File: src/design/ldq_pkg.sv
`default_nettype none

package ldq_pkg;

  // Queue geometry (DEPTH must be a power of two: slots wrap by truncation)
  localparam int DEPTH      = 64;
  localparam int ID_BITS    = 14;
  localparam int LABEL_BITS = 16;
  localparam int ADDR_BITS  = $clog2(DEPTH);
  localparam int CNT_BITS   = $clog2(DEPTH + 1);
  localparam int ENTRY_BITS = ID_BITS + LABEL_BITS;

  // Fixed field widths of the item interfaces
  localparam int ACT_BITS  = 3;
  localparam int POS_BITS  = 7;
  localparam int VAL_BITS  = 16;
  localparam int STAT_BITS = 2;
  localparam int OCC_BITS  = 7;

  // Action codes
  localparam logic [ACT_BITS-1:0] ACT_PUSH_BACK  = 3'd0;
  localparam logic [ACT_BITS-1:0] ACT_PUSH_FRONT = 3'd1;
  localparam logic [ACT_BITS-1:0] ACT_POP_BACK   = 3'd2;
  localparam logic [ACT_BITS-1:0] ACT_POP_FRONT  = 3'd3;
  localparam logic [ACT_BITS-1:0] ACT_INDEX      = 3'd4;
  localparam logic [ACT_BITS-1:0] ACT_SEARCH     = 3'd5;

  // Status codes
  localparam logic [STAT_BITS-1:0] ST_OK    = 2'd0;
  localparam logic [STAT_BITS-1:0] ST_FULL  = 2'd1;
  localparam logic [STAT_BITS-1:0] ST_EMPTY = 2'd2;
  localparam logic [STAT_BITS-1:0] ST_RANGE = 2'd3;

  typedef struct packed {
    logic [ACT_BITS-1:0] action;
    logic [ID_BITS-1:0]  item_id;
    logic [POS_BITS-1:0] position;
  } ldq_in_t;

  typedef struct packed {
    logic signed [VAL_BITS-1:0] result_value;
    logic                       found;
    logic [STAT_BITS-1:0]       status;
    logic [OCC_BITS-1:0]        occupancy;
  } ldq_out_t;

  // Controller to datapath commands
  typedef struct packed {
    logic load;        // capture the input item
    logic exec;        // finish an item that needs no memory read
    logic issue;       // read the entry a push or index query needs
    logic commit;      // use the read entry and finish
    logic scan_start;  // read the front entry for a search
    logic scan_step;   // compare one entry, read the next
  } ldq_cmd_t;

  // Datapath to controller status
  typedef struct packed {
    logic need_read;
    logic need_scan;
    logic scan_done;
  } ldq_stat_t;

endpackage

`default_nettype wire

File: src/design/ldq_ram.sv
`default_nettype none

module ldq_ram #(
  parameter int WIDTH = 8,
  parameter int DEPTH = 16
) (
  input  wire logic                     clk,
  input  wire logic                     wr_en,
  input  wire logic [$clog2(DEPTH)-1:0] wr_addr,
  input  wire logic [WIDTH-1:0]         wr_data,
  input  wire logic                     rd_en,
  input  wire logic [$clog2(DEPTH)-1:0] rd_addr,
  output logic      [WIDTH-1:0]         rd_data
);

  logic [WIDTH-1:0] mem [DEPTH];

  // Write one word, read one word with registered output
  always_ff @(posedge clk) begin
    if (wr_en) begin
      mem[wr_addr] <= wr_data;
    end
    if (rd_en) begin
      rd_data <= mem[rd_addr];
    end
  end

endmodule

`default_nettype wire

File: src/design/ldq_ctrl.sv
`default_nettype none

module ldq_ctrl
  import ldq_pkg::*;
(
  input  wire logic      clk,
  input  wire logic      rst_n,
  input  wire logic      start,
  input  wire ldq_stat_t st,
  output ldq_cmd_t       cmd,
  output logic           busy
);

  typedef enum logic [1:0] {
    S_IDLE,
    S_DECODE,
    S_READ,
    S_SCAN
  } state_t;

  state_t state_r, state_nxt;
  logic   busy_r, busy_nxt;

  // Sequence one item through decode, read and scan steps
  always_comb begin
    cmd       = '0;
    state_nxt = state_r;
    busy_nxt  = busy_r;
    case (state_r)
      S_IDLE: begin
        if (start) begin
          cmd.load  = 1'b1;
          state_nxt = S_DECODE;
          busy_nxt  = 1'b1;
        end
      end
      S_DECODE: begin
        if (st.need_read) begin
          cmd.issue = 1'b1;
          state_nxt = S_READ;
        end else if (st.need_scan) begin
          cmd.scan_start = 1'b1;
          state_nxt      = S_SCAN;
        end else begin
          cmd.exec  = 1'b1;
          state_nxt = S_IDLE;
          busy_nxt  = 1'b0;
        end
      end
      S_READ: begin
        cmd.commit = 1'b1;
        state_nxt  = S_IDLE;
        busy_nxt   = 1'b0;
      end
      S_SCAN: begin
        cmd.scan_step = 1'b1;
        if (st.scan_done) begin
          state_nxt = S_IDLE;
          busy_nxt  = 1'b0;
        end
      end
      default: begin
        state_nxt = S_IDLE;
        busy_nxt  = 1'b0;
      end
    endcase
  end

  // Hold state and busy flag
  always_ff @(posedge clk) begin
    if (!rst_n) begin
      state_r <= S_IDLE;
      busy_r  <= 1'b0;
    end else begin
      state_r <= state_nxt;
      busy_r  <= busy_nxt;
    end
  end

  assign busy = busy_r;

  a_idle_not_busy: assert property (@(posedge clk) disable iff (!rst_n)
    (state_r == S_IDLE) |-> !busy_r)
    else $error("controller idle while busy");

  a_accept_decodes: assert property (@(posedge clk) disable iff (!rst_n)
    (start && !busy_r) |=> (state_r == S_DECODE))
    else $error("accepted item not decoded");

  a_read_one_cycle: assert property (@(posedge clk) disable iff (!rst_n)
    (state_r == S_READ) |=> (state_r == S_IDLE))
    else $error("read step did not finish");

endmodule

`default_nettype wire

File: src/design/ldq_dp.sv
`default_nettype none

module ldq_dp
  import ldq_pkg::*;
(
  input  wire logic     clk,
  input  wire logic     rst_n,
  input  wire ldq_in_t  in_item,
  input  wire ldq_cmd_t cmd,
  output ldq_stat_t     st,
  output logic          out_valid,
  output ldq_out_t      out_item
);

  ldq_in_t               cmd_r, cmd_nxt;
  logic [ADDR_BITS-1:0]  head_r, head_nxt;
  logic [CNT_BITS-1:0]   count_r, count_nxt;
  logic [CNT_BITS-1:0]   idx_r, idx_nxt;
  ldq_out_t              out_r, out_nxt;
  logic                  out_valid_r, out_valid_nxt;

  logic                  rd_en;
  logic [ADDR_BITS-1:0]  rd_addr;
  logic [ENTRY_BITS-1:0] rd_data;
  logic                  wr_en;
  logic [ADDR_BITS-1:0]  wr_addr;
  logic [LABEL_BITS-1:0] wr_label;

  logic [LABEL_BITS-1:0] rd_label;
  logic [ID_BITS-1:0]    rd_id;
  logic                  full, empty, is_push, pos_bad, hit, last;

  function automatic logic [ADDR_BITS-1:0] slot_of(input logic [ADDR_BITS-1:0] head,
                                                   input logic [CNT_BITS-1:0]  off);
    return head + off[ADDR_BITS-1:0];
  endfunction

  // Entry store: id in the upper bits, label in the lower bits
  ldq_ram #(
    .WIDTH(ENTRY_BITS),
    .DEPTH(DEPTH)
  ) u_entries (
    .clk     (clk),
    .wr_en   (wr_en),
    .wr_addr (wr_addr),
    .wr_data ({cmd_r.item_id, wr_label}),
    .rd_en   (rd_en),
    .rd_addr (rd_addr),
    .rd_data (rd_data)
  );

  assign rd_label = rd_data[LABEL_BITS-1:0];
  assign rd_id    = rd_data[ENTRY_BITS-1:LABEL_BITS];

  // Classify the held item
  assign full    = (count_r == CNT_BITS'(DEPTH));
  assign empty   = (count_r == '0);
  assign is_push = (cmd_r.action == ACT_PUSH_BACK) || (cmd_r.action == ACT_PUSH_FRONT);
  assign pos_bad = (cmd_r.position == '0) || (cmd_r.position > count_r);
  assign hit     = (rd_id == cmd_r.item_id);
  assign last    = (idx_r == count_r);

  assign st.need_read = (is_push && !full && !empty) ||
                        ((cmd_r.action == ACT_INDEX) && !pos_bad);
  assign st.need_scan = (cmd_r.action == ACT_SEARCH) && !empty;
  assign st.scan_done = hit || last;

  // Update queue pointers, drive the store and form the result
  always_comb begin
    cmd_nxt       = cmd_r;
    head_nxt      = head_r;
    count_nxt     = count_r;
    idx_nxt       = idx_r;
    rd_en         = 1'b0;
    rd_addr       = head_r;
    wr_en         = 1'b0;
    wr_addr       = head_r;
    wr_label      = '0;
    out_valid_nxt = 1'b0;
    out_nxt       = out_r;

    if (cmd.load) begin
      cmd_nxt = in_item;
    end

    if (cmd.exec || cmd.commit || cmd.scan_step) begin
      out_nxt.result_value = '0;
      out_nxt.found        = 1'b0;
      out_nxt.status       = ST_OK;
    end

    // No read: pops, full push, push to empty, bad index, empty search
    if (cmd.exec) begin
      out_valid_nxt = 1'b1;
      case (cmd_r.action)
        ACT_PUSH_BACK, ACT_PUSH_FRONT: begin
          if (full) begin
            out_nxt.status = ST_FULL;
          end else begin
            wr_en     = 1'b1;
            wr_addr   = head_r;
            count_nxt = count_r + CNT_BITS'(1);
          end
        end
        ACT_POP_BACK: begin
          if (empty) begin
            out_nxt.status = ST_EMPTY;
          end else begin
            count_nxt = count_r - CNT_BITS'(1);
          end
        end
        ACT_POP_FRONT: begin
          if (empty) begin
            out_nxt.status = ST_EMPTY;
          end else begin
            head_nxt  = head_r + ADDR_BITS'(1);
            count_nxt = count_r - CNT_BITS'(1);
          end
        end
        ACT_INDEX: begin
          out_nxt.status = ST_RANGE;
        end
        default: begin
        end
      endcase
    end

    // Read the neighbor label or the indexed entry
    if (cmd.issue) begin
      rd_en = 1'b1;
      case (cmd_r.action)
        ACT_PUSH_BACK:  rd_addr = slot_of(head_r, count_r - CNT_BITS'(1));
        ACT_PUSH_FRONT: rd_addr = head_r;
        default:        rd_addr = slot_of(head_r, CNT_BITS'(cmd_r.position - POS_BITS'(1)));
      endcase
    end

    // Use the read entry
    if (cmd.commit) begin
      out_valid_nxt = 1'b1;
      case (cmd_r.action)
        ACT_PUSH_BACK: begin
          wr_en     = 1'b1;
          wr_addr   = slot_of(head_r, count_r);
          wr_label  = rd_label + LABEL_BITS'(1);
          count_nxt = count_r + CNT_BITS'(1);
        end
        ACT_PUSH_FRONT: begin
          wr_en     = 1'b1;
          wr_addr   = head_r - ADDR_BITS'(1);
          wr_label  = rd_label - LABEL_BITS'(1);
          head_nxt  = head_r - ADDR_BITS'(1);
          count_nxt = count_r + CNT_BITS'(1);
        end
        default: begin
          out_nxt.result_value = VAL_BITS'(rd_id);
          out_nxt.found        = 1'b1;
        end
      endcase
    end

    // Walk the entries from the front, one read per cycle
    if (cmd.scan_start) begin
      rd_en   = 1'b1;
      rd_addr = head_r;
      idx_nxt = CNT_BITS'(1);
    end

    if (cmd.scan_step) begin
      if (hit) begin
        out_valid_nxt        = 1'b1;
        out_nxt.result_value = rd_label;
        out_nxt.found        = 1'b1;
      end else if (last) begin
        out_valid_nxt = 1'b1;
      end else begin
        rd_en   = 1'b1;
        rd_addr = slot_of(head_r, idx_r);
        idx_nxt = idx_r + CNT_BITS'(1);
      end
    end

    out_nxt.occupancy = OCC_BITS'(count_nxt);
  end

  // Hold queue pointers and the result strobe
  always_ff @(posedge clk) begin
    if (!rst_n) begin
      head_r      <= '0;
      count_r     <= '0;
      out_valid_r <= 1'b0;
    end else begin
      head_r      <= head_nxt;
      count_r     <= count_nxt;
      out_valid_r <= out_valid_nxt;
    end
  end

  // Hold item and result payload
  always_ff @(posedge clk) begin
    cmd_r <= cmd_nxt;
    idx_r <= idx_nxt;
    out_r <= out_nxt;
  end

  assign out_valid = out_valid_r;
  assign out_item  = out_r;

  a_count_bound: assert property (@(posedge clk) disable iff (!rst_n)
    count_r <= CNT_BITS'(DEPTH))
    else $error("entry count above depth");

  a_strobe_single: assert property (@(posedge clk) disable iff (!rst_n)
    out_valid_r |=> !out_valid_r)
    else $error("result strobe held two cycles");

  a_scan_bound: assert property (@(posedge clk) disable iff (!rst_n)
    cmd.scan_step |-> (idx_r <= count_r))
    else $error("scan index past occupancy");

endmodule

`default_nettype wire

File: src/design/labelled_deque_with_search.sv
// Channel   Ports                         Handshake
// input     start, busy, in_item          taken when start is high and busy is low
// result    out_valid, out_item           shown for one cycle, always taken
//
// Pop, full push, push into an empty queue and a bad position finish from the decode
// step; a push onto a non-empty queue and an index query take a read step as well,
// since the neighbor label or the entry comes through the registered read port.
// A search reads one entry per cycle from the front, stopping at the first hit
// or after the last entry on a miss.
// Synchronous active-low reset empties the queue; busy drops in the result cycle.
`default_nettype none

module labelled_deque_with_search
  import ldq_pkg::*;
(
  input  wire logic    clk,
  input  wire logic    rst_n,
  input  wire logic    start,
  output logic         busy,
  input  wire ldq_in_t in_item,
  output logic         out_valid,
  output ldq_out_t     out_item
);

  ldq_cmd_t  cmd;
  ldq_stat_t st;

  ldq_ctrl u_ctrl (
    .clk   (clk),
    .rst_n (rst_n),
    .start (start),
    .st    (st),
    .cmd   (cmd),
    .busy  (busy)
  );

  ldq_dp u_dp (
    .clk       (clk),
    .rst_n     (rst_n),
    .in_item   (in_item),
    .cmd       (cmd),
    .st        (st),
    .out_valid (out_valid),
    .out_item  (out_item)
  );

endmodule

`default_nettype wire

File: config.mk
export PLATFORM = sky130hd
export DESIGN_NAME = labelled_deque_with_search
export DESIGN_NICKNAME = d
export VERILOG_FILES = /design/src/design/ldq_pkg.sv /design/src/design/ldq_ram.sv /design/src/design/ldq_ctrl.sv /design/src/design/ldq_dp.sv /design/src/design/labelled_deque_with_search.sv
export SDC_FILE = /design/constraint.sdc
export NUM_CORES = 2
export LEC_CHECK = 0
export BUFFER_PORTS_ARGS = -buffer_cell sky130_fd_sc_hd__buf_2
export CAP_MARGIN = 20
export CELL_PAD_IN_SITES_DETAIL_PLACEMENT = 0
export CELL_PAD_IN_SITES_GLOBAL_PLACEMENT = 1
export CORE_ASPECT_RATIO = 0.75
export CORE_MARGIN = 2
export CORE_UTILIZATION = 37
export CTS_CLUSTER_SIZE = 8
export DETAILED_ROUTE_END_ITERATION = 10
export PLACE_DENSITY = 0.66
export SLEW_MARGIN = 20
export SYNTH_ARGS = -nofsm -noshare
export SYNTH_HDL_FRONTEND = slang
export SYNTH_HIERARCHICAL = 1
export SYNTH_SLANG_ARGS = --single-unit
File: constraint.sdc
create_clock -name clk -period 8 [get_ports clk]
set_input_delay 1.6 -clock clk [delete_from_list [all_inputs] [get_ports clk]]
set_output_delay 1.6 -clock clk [all_outputs]
set_load 0.05 [all_outputs]
==> reports/metrics.yaml <==
sta:
  post-route-period-util: 0.875
  hold-worst-slack_ps: 471
  number_of_pins_exceeding_their_max_slew_limit_in_the_final_report: 0
  fmax_mhz: 143
  totalNegativeSetupSlack_ps: 0
  worst_slew_pin_slew_ps: 1240
  timing.slew.headroom: 0.168
  final-setup-viol-count: 0
  final-hold-violation-count: 0
  rsz0062_at_grt: "no"
  finalWorstPathRequiredPeriod_ps: 7000
  skew_ps: 50.9
worst_setup_path:
  crit_path_max_fanout: 23
  worstPathRequired_ps: 8620
  worstSetupStartpointType: "flip-flop"
  worstReg2RegEnd: "u_dp/u_entries/rd_data[15]"
  reg2reg_setup_slack_ps: 1000
  crit_type: "flip-flop to flip-flop"
  timing.critical_path.to_type: "flip-flop"
  worstReg2RegStart: "u_dp/count_r[5]"
  reg2regPathDepth: 20
  crit_arrival_ps: 7630
layout:
  num-nets-final: 4386
  final_cell_count_no_fill: 7174
  fin_area_sq_um: 93100
  drive_gt1_frac: 0.262
  syn2layout_area_growth_pct: 16.5
  register_area_sq_um: 60300
  multi_input_gate_area_sq_um: 19200
  fillCellCount: 18200
  post-route-util: 0.435
drt:
  vias: 42000
  drt-initial-drc-count: 6014
  viasPerCell: 5.85
  postRouteAntennaNets: 0
  detailedRoute.firstPassIterationCount: 6
  drc: 0
  route.final.wire_length_mm: 234
  wl_per_cell_um: 32.6
power_and_ir_drop:
  p_seq_frac: 0.499
  clockPowerShare: 0.465
  cellLeakagePower_nw: 29.3
  p_int_mw: 18.5
  powerDensity_nw_per_um2: 251
  total_switching_power_mw: 4.89
  switching_share: 0.209
  pwr-share-comb: 0.036
  power.ir.vdd_worst_v: 0.000161
synth:
  synthFlopType: "sky130_fd_sc_hd__edfxtp_1"
  syn_nets: 4034
  ys_ff_latch: 2024
  synth_cell_types: 77
  postSynthCellCount: 3951
  synth_warnings: 6
  synth.avg_cell_area_sq_um: 20.2
  synthArstFlopShare: 0
  synth_sequential_area_ratio: 0.754
  synthesis.area_sq_um: 79900
  synth_enable_flop_cells: 1974
placement:
  globalplace.congestion: 0.854
  dpl.cell_count: 6835
  io_buffer_count: 54
  placement.cell_area_sq_um: 85200
  dp_hpwl_mm: 139
min_path:
  worst_hold_path.num_cells: 2
  worst_hold_path.endpoint: "u_dp/out_item[25]"
  hold_path.startpoint: "u_dp/out_item[25]"
  hold_path_class: "flip-flop to flip-flop"
outcome:
  status: "completed"
floorplanning:
  die_h_um: 406
  std_cell_core_area_sq_um: 214000
  io-pin-count: 55
  fp-row-count: 147
  initial_cell_density_of_the_core: 0.373
  die_footprint_sq_um: 220000
  fp.dieW_um: 541
clock_tree:
  cts_setup_buffers: 0
  clk_path_buf_depth: 4
  cts_resized: 0
  clk_latency_ps: 820
  holdBufCountCts: 0
  htreeDepth: 5
  tritoncts_num_sinks: 2024
  worst_setup_hold_path_clk_slew_ps: 60
  cts-buffers-inserted: 294
  tritoncts: "done"
  clk_root_buffer_cell: "sky130_fd_sc_hd__clkbuf_16"
global_routing:
  grt_max_degree: 76
  global_route.usage.total: 0.211
  grt_pass1_wl_mm: 325
  grt-ovfl-total: 0
  antenna_found_initial: 15
  grt_pass1_vias: 40900
run:
  timing.max_cap.violations: 0
## cells in the mapped netlist, types with 12 or more instances
cell,number,area [sq um]
sky130_fd_sc_hd__nand4_1,31,194
sky130_fd_sc_hd__mux2i_1,234,2340
sky130_fd_sc_hd__xnor2_1,43,377
sky130_fd_sc_hd__inv_1,46,173
sky130_fd_sc_hd__nand2b_1,13,81.3
sky130_fd_sc_hd__nor3_1,20,100
sky130_fd_sc_hd__nor2b_1,45,282
sky130_fd_sc_hd__a311oi_1,22,193
sky130_fd_sc_hd__edfxtp_1,1974,59300
sky130_fd_sc_hd__and2_1,21,131
sky130_fd_sc_hd__buf_6,12,135
sky130_fd_sc_hd__a22oi_1,128,961
sky130_fd_sc_hd__buf_2,53,265
sky130_fd_sc_hd__o21ai_0,48,240
sky130_fd_sc_hd__nor2_1,172,646
sky130_fd_sc_hd__dfxtp_1,50,1000
sky130_fd_sc_hd__buf_4,39,293
sky130_fd_sc_hd__o22ai_1,47,294
sky130_fd_sc_hd__xor2_1,21,184
sky130_fd_sc_hd__o221ai_1,13,114
sky130_fd_sc_hd__and3_1,14,87.6
sky130_fd_sc_hd__a21o_1,19,143
sky130_fd_sc_hd__nand2_1,62,233
sky130_fd_sc_hd__clkbuf_1,96,360
sky130_fd_sc_hd__mux4_2,408,9190
sky130_fd_sc_hd__a21oi_1,56,280
sky130_fd_sc_hd__ha_1,51,638
sky130_fd_sc_hd__a22o_1,27,236
sky130_fd_sc_hd__nand3_1,42,210
## layer usage
layer,GRT usage,vias to the layer above,share of wire
met5,0,-,0.00010
met3,0.0854,324,0.13
li1,-,17000,-
met1,0.306,22400,0.42
met2,0.295,2284,0.42
met4,0.0508,4,0.023
## stage by stage
step | setup WS, ps | total power [mW]
CTS | 1440 | 23.6
global route | 872 | 24.1
floorplan | 2180 | 12.4
global placement | 360 | 12.7
detailed placement | 1430 | 12.7
finish | 998 | 23.4
## state kept, by name, indices dropped and copies added (netlist names)
register,flops
u_dp/idx_r,7
u_dp/cmd_r,24
u_dp/out_item,26
u_ctrl/busy,1
u_dp/u_entries/rd_data,30
u_dp/count_r,7
u_dp/u_entries/mem,1920
u_ctrl/state_r,2
u_dp/head_r,6
u_dp/out_valid,1
## cells by family after synthesis
kind of cell               after synthesis  synth area share
muxes                                  644             0.145
AOI/OAI and AO/OA                      436            0.0391
xor gates and xnor gates                65           0.00730
DFF                                   2024             0.754
adders and majority gates               56           0.00924
buffers and inverters                  256            0.0158
and+or+nand+nor                        470            0.0295
## critical path: stages, from the launching register on
cell	delay (ps)
sky130_fd_sc_hd__dfxtp_1	580
sky130_fd_sc_hd__inv_1	190
sky130_fd_sc_hd__ha_1	330
sky130_fd_sc_hd__a21o_1	180
sky130_fd_sc_hd__a21oi_1	190
sky130_fd_sc_hd__nand3b_1	110
sky130_fd_sc_hd__nand2_1	80
sky130_fd_sc_hd__a31o_2	190
sky130_fd_sc_hd__and4bb_1	300
sky130_fd_sc_hd__nand2b_1	250
sky130_fd_sc_hd__a21oi_1	370
sky130_fd_sc_hd__nor2_1	70
sky130_fd_sc_hd__mux2i_1	150
sky130_fd_sc_hd__o31a_1	620
sky130_fd_sc_hd__buf_4	490
sky130_fd_sc_hd__nand2b_1	410
sky130_fd_sc_hd__nor2_1	300
sky130_fd_sc_hd__buf_4	270
sky130_fd_sc_hd__nand2_1	330
sky130_fd_sc_hd__nand4_1	1060
sky130_fd_sc_hd__nor2_1	340
## final cells by class
cell class                 count  share of cell area
clock buffer                 316              0.0813
clock inverter                17             0.00243
sequential                  2024               0.647
timing repair buffer         266              0.0228
multi-input combinational   1671               0.206
tap                         2831              0.0380
inverter                      46             0.00185
antenna                        3           0.0000806
## layout by cell type, fill, tap and decap left out, drive strengths merged, types with 20 or more instances in the layout
cell type | synthesis | layout
a21oi | 56 | 56
a22o | 27 | 27
a22oi | 128 | 128
a311oi | 22 | 22
and2 | 21 | 21
buf | 113 | 266
clkbuf | 97 | 316
dfxtp | 50 | 50
edfxtp | 1974 | 1974
ha | 51 | 51
inv | 46 | 56
mux2i | 234 | 234
mux4 | 408 | 408
nand2 | 62 | 62
nand3 | 42 | 42
nand4 | 31 | 31
nor2 | 174 | 174
nor2b | 45 | 45
nor3 | 20 | 20
o21ai | 48 | 48
o22ai | 47 | 47
xnor2 | 43 | 43
xor2 | 21 | 21
## power groups by stage
stage	sequential [mW]	clock [mW]	combinational, mW
CTS	11.7	11.1	0.839
global placement	11.9	0	0.827
detailed placement	11.9	0	0.837
floorplan	11.9	0	0.445
finish	11.7	10.9	0.843
global route	11.7	11.5	0.891
## worst max path at each step
stage | start | endpoint | slack (ps) | depth (start not counted)
6_report | u_dp/count_r[5] | u_dp/u_entries/rd_data[15] | 1000 | 20
5_1_grt | u_dp/count_r[5] | u_dp/u_entries/rd_data[15] | 870 | 20
4_1_cts | u_dp/count_r[0] | u_dp/u_entries/rd_data[15] | 1440 | 18
3_5_place_dp | u_dp/count_r[0] | u_dp/u_entries/rd_data[15] | 1430 | 18
3_3_place_gp | u_dp/count_r[5] | u_dp/u_entries/rd_data[23] | 360 | 19
2_1_floorplan | u_dp/cmd_r[22] | u_dp/u_entries/mem[0][13] | 2180 | 11
No activity file was read; power rests on OpenSTA's default activity.
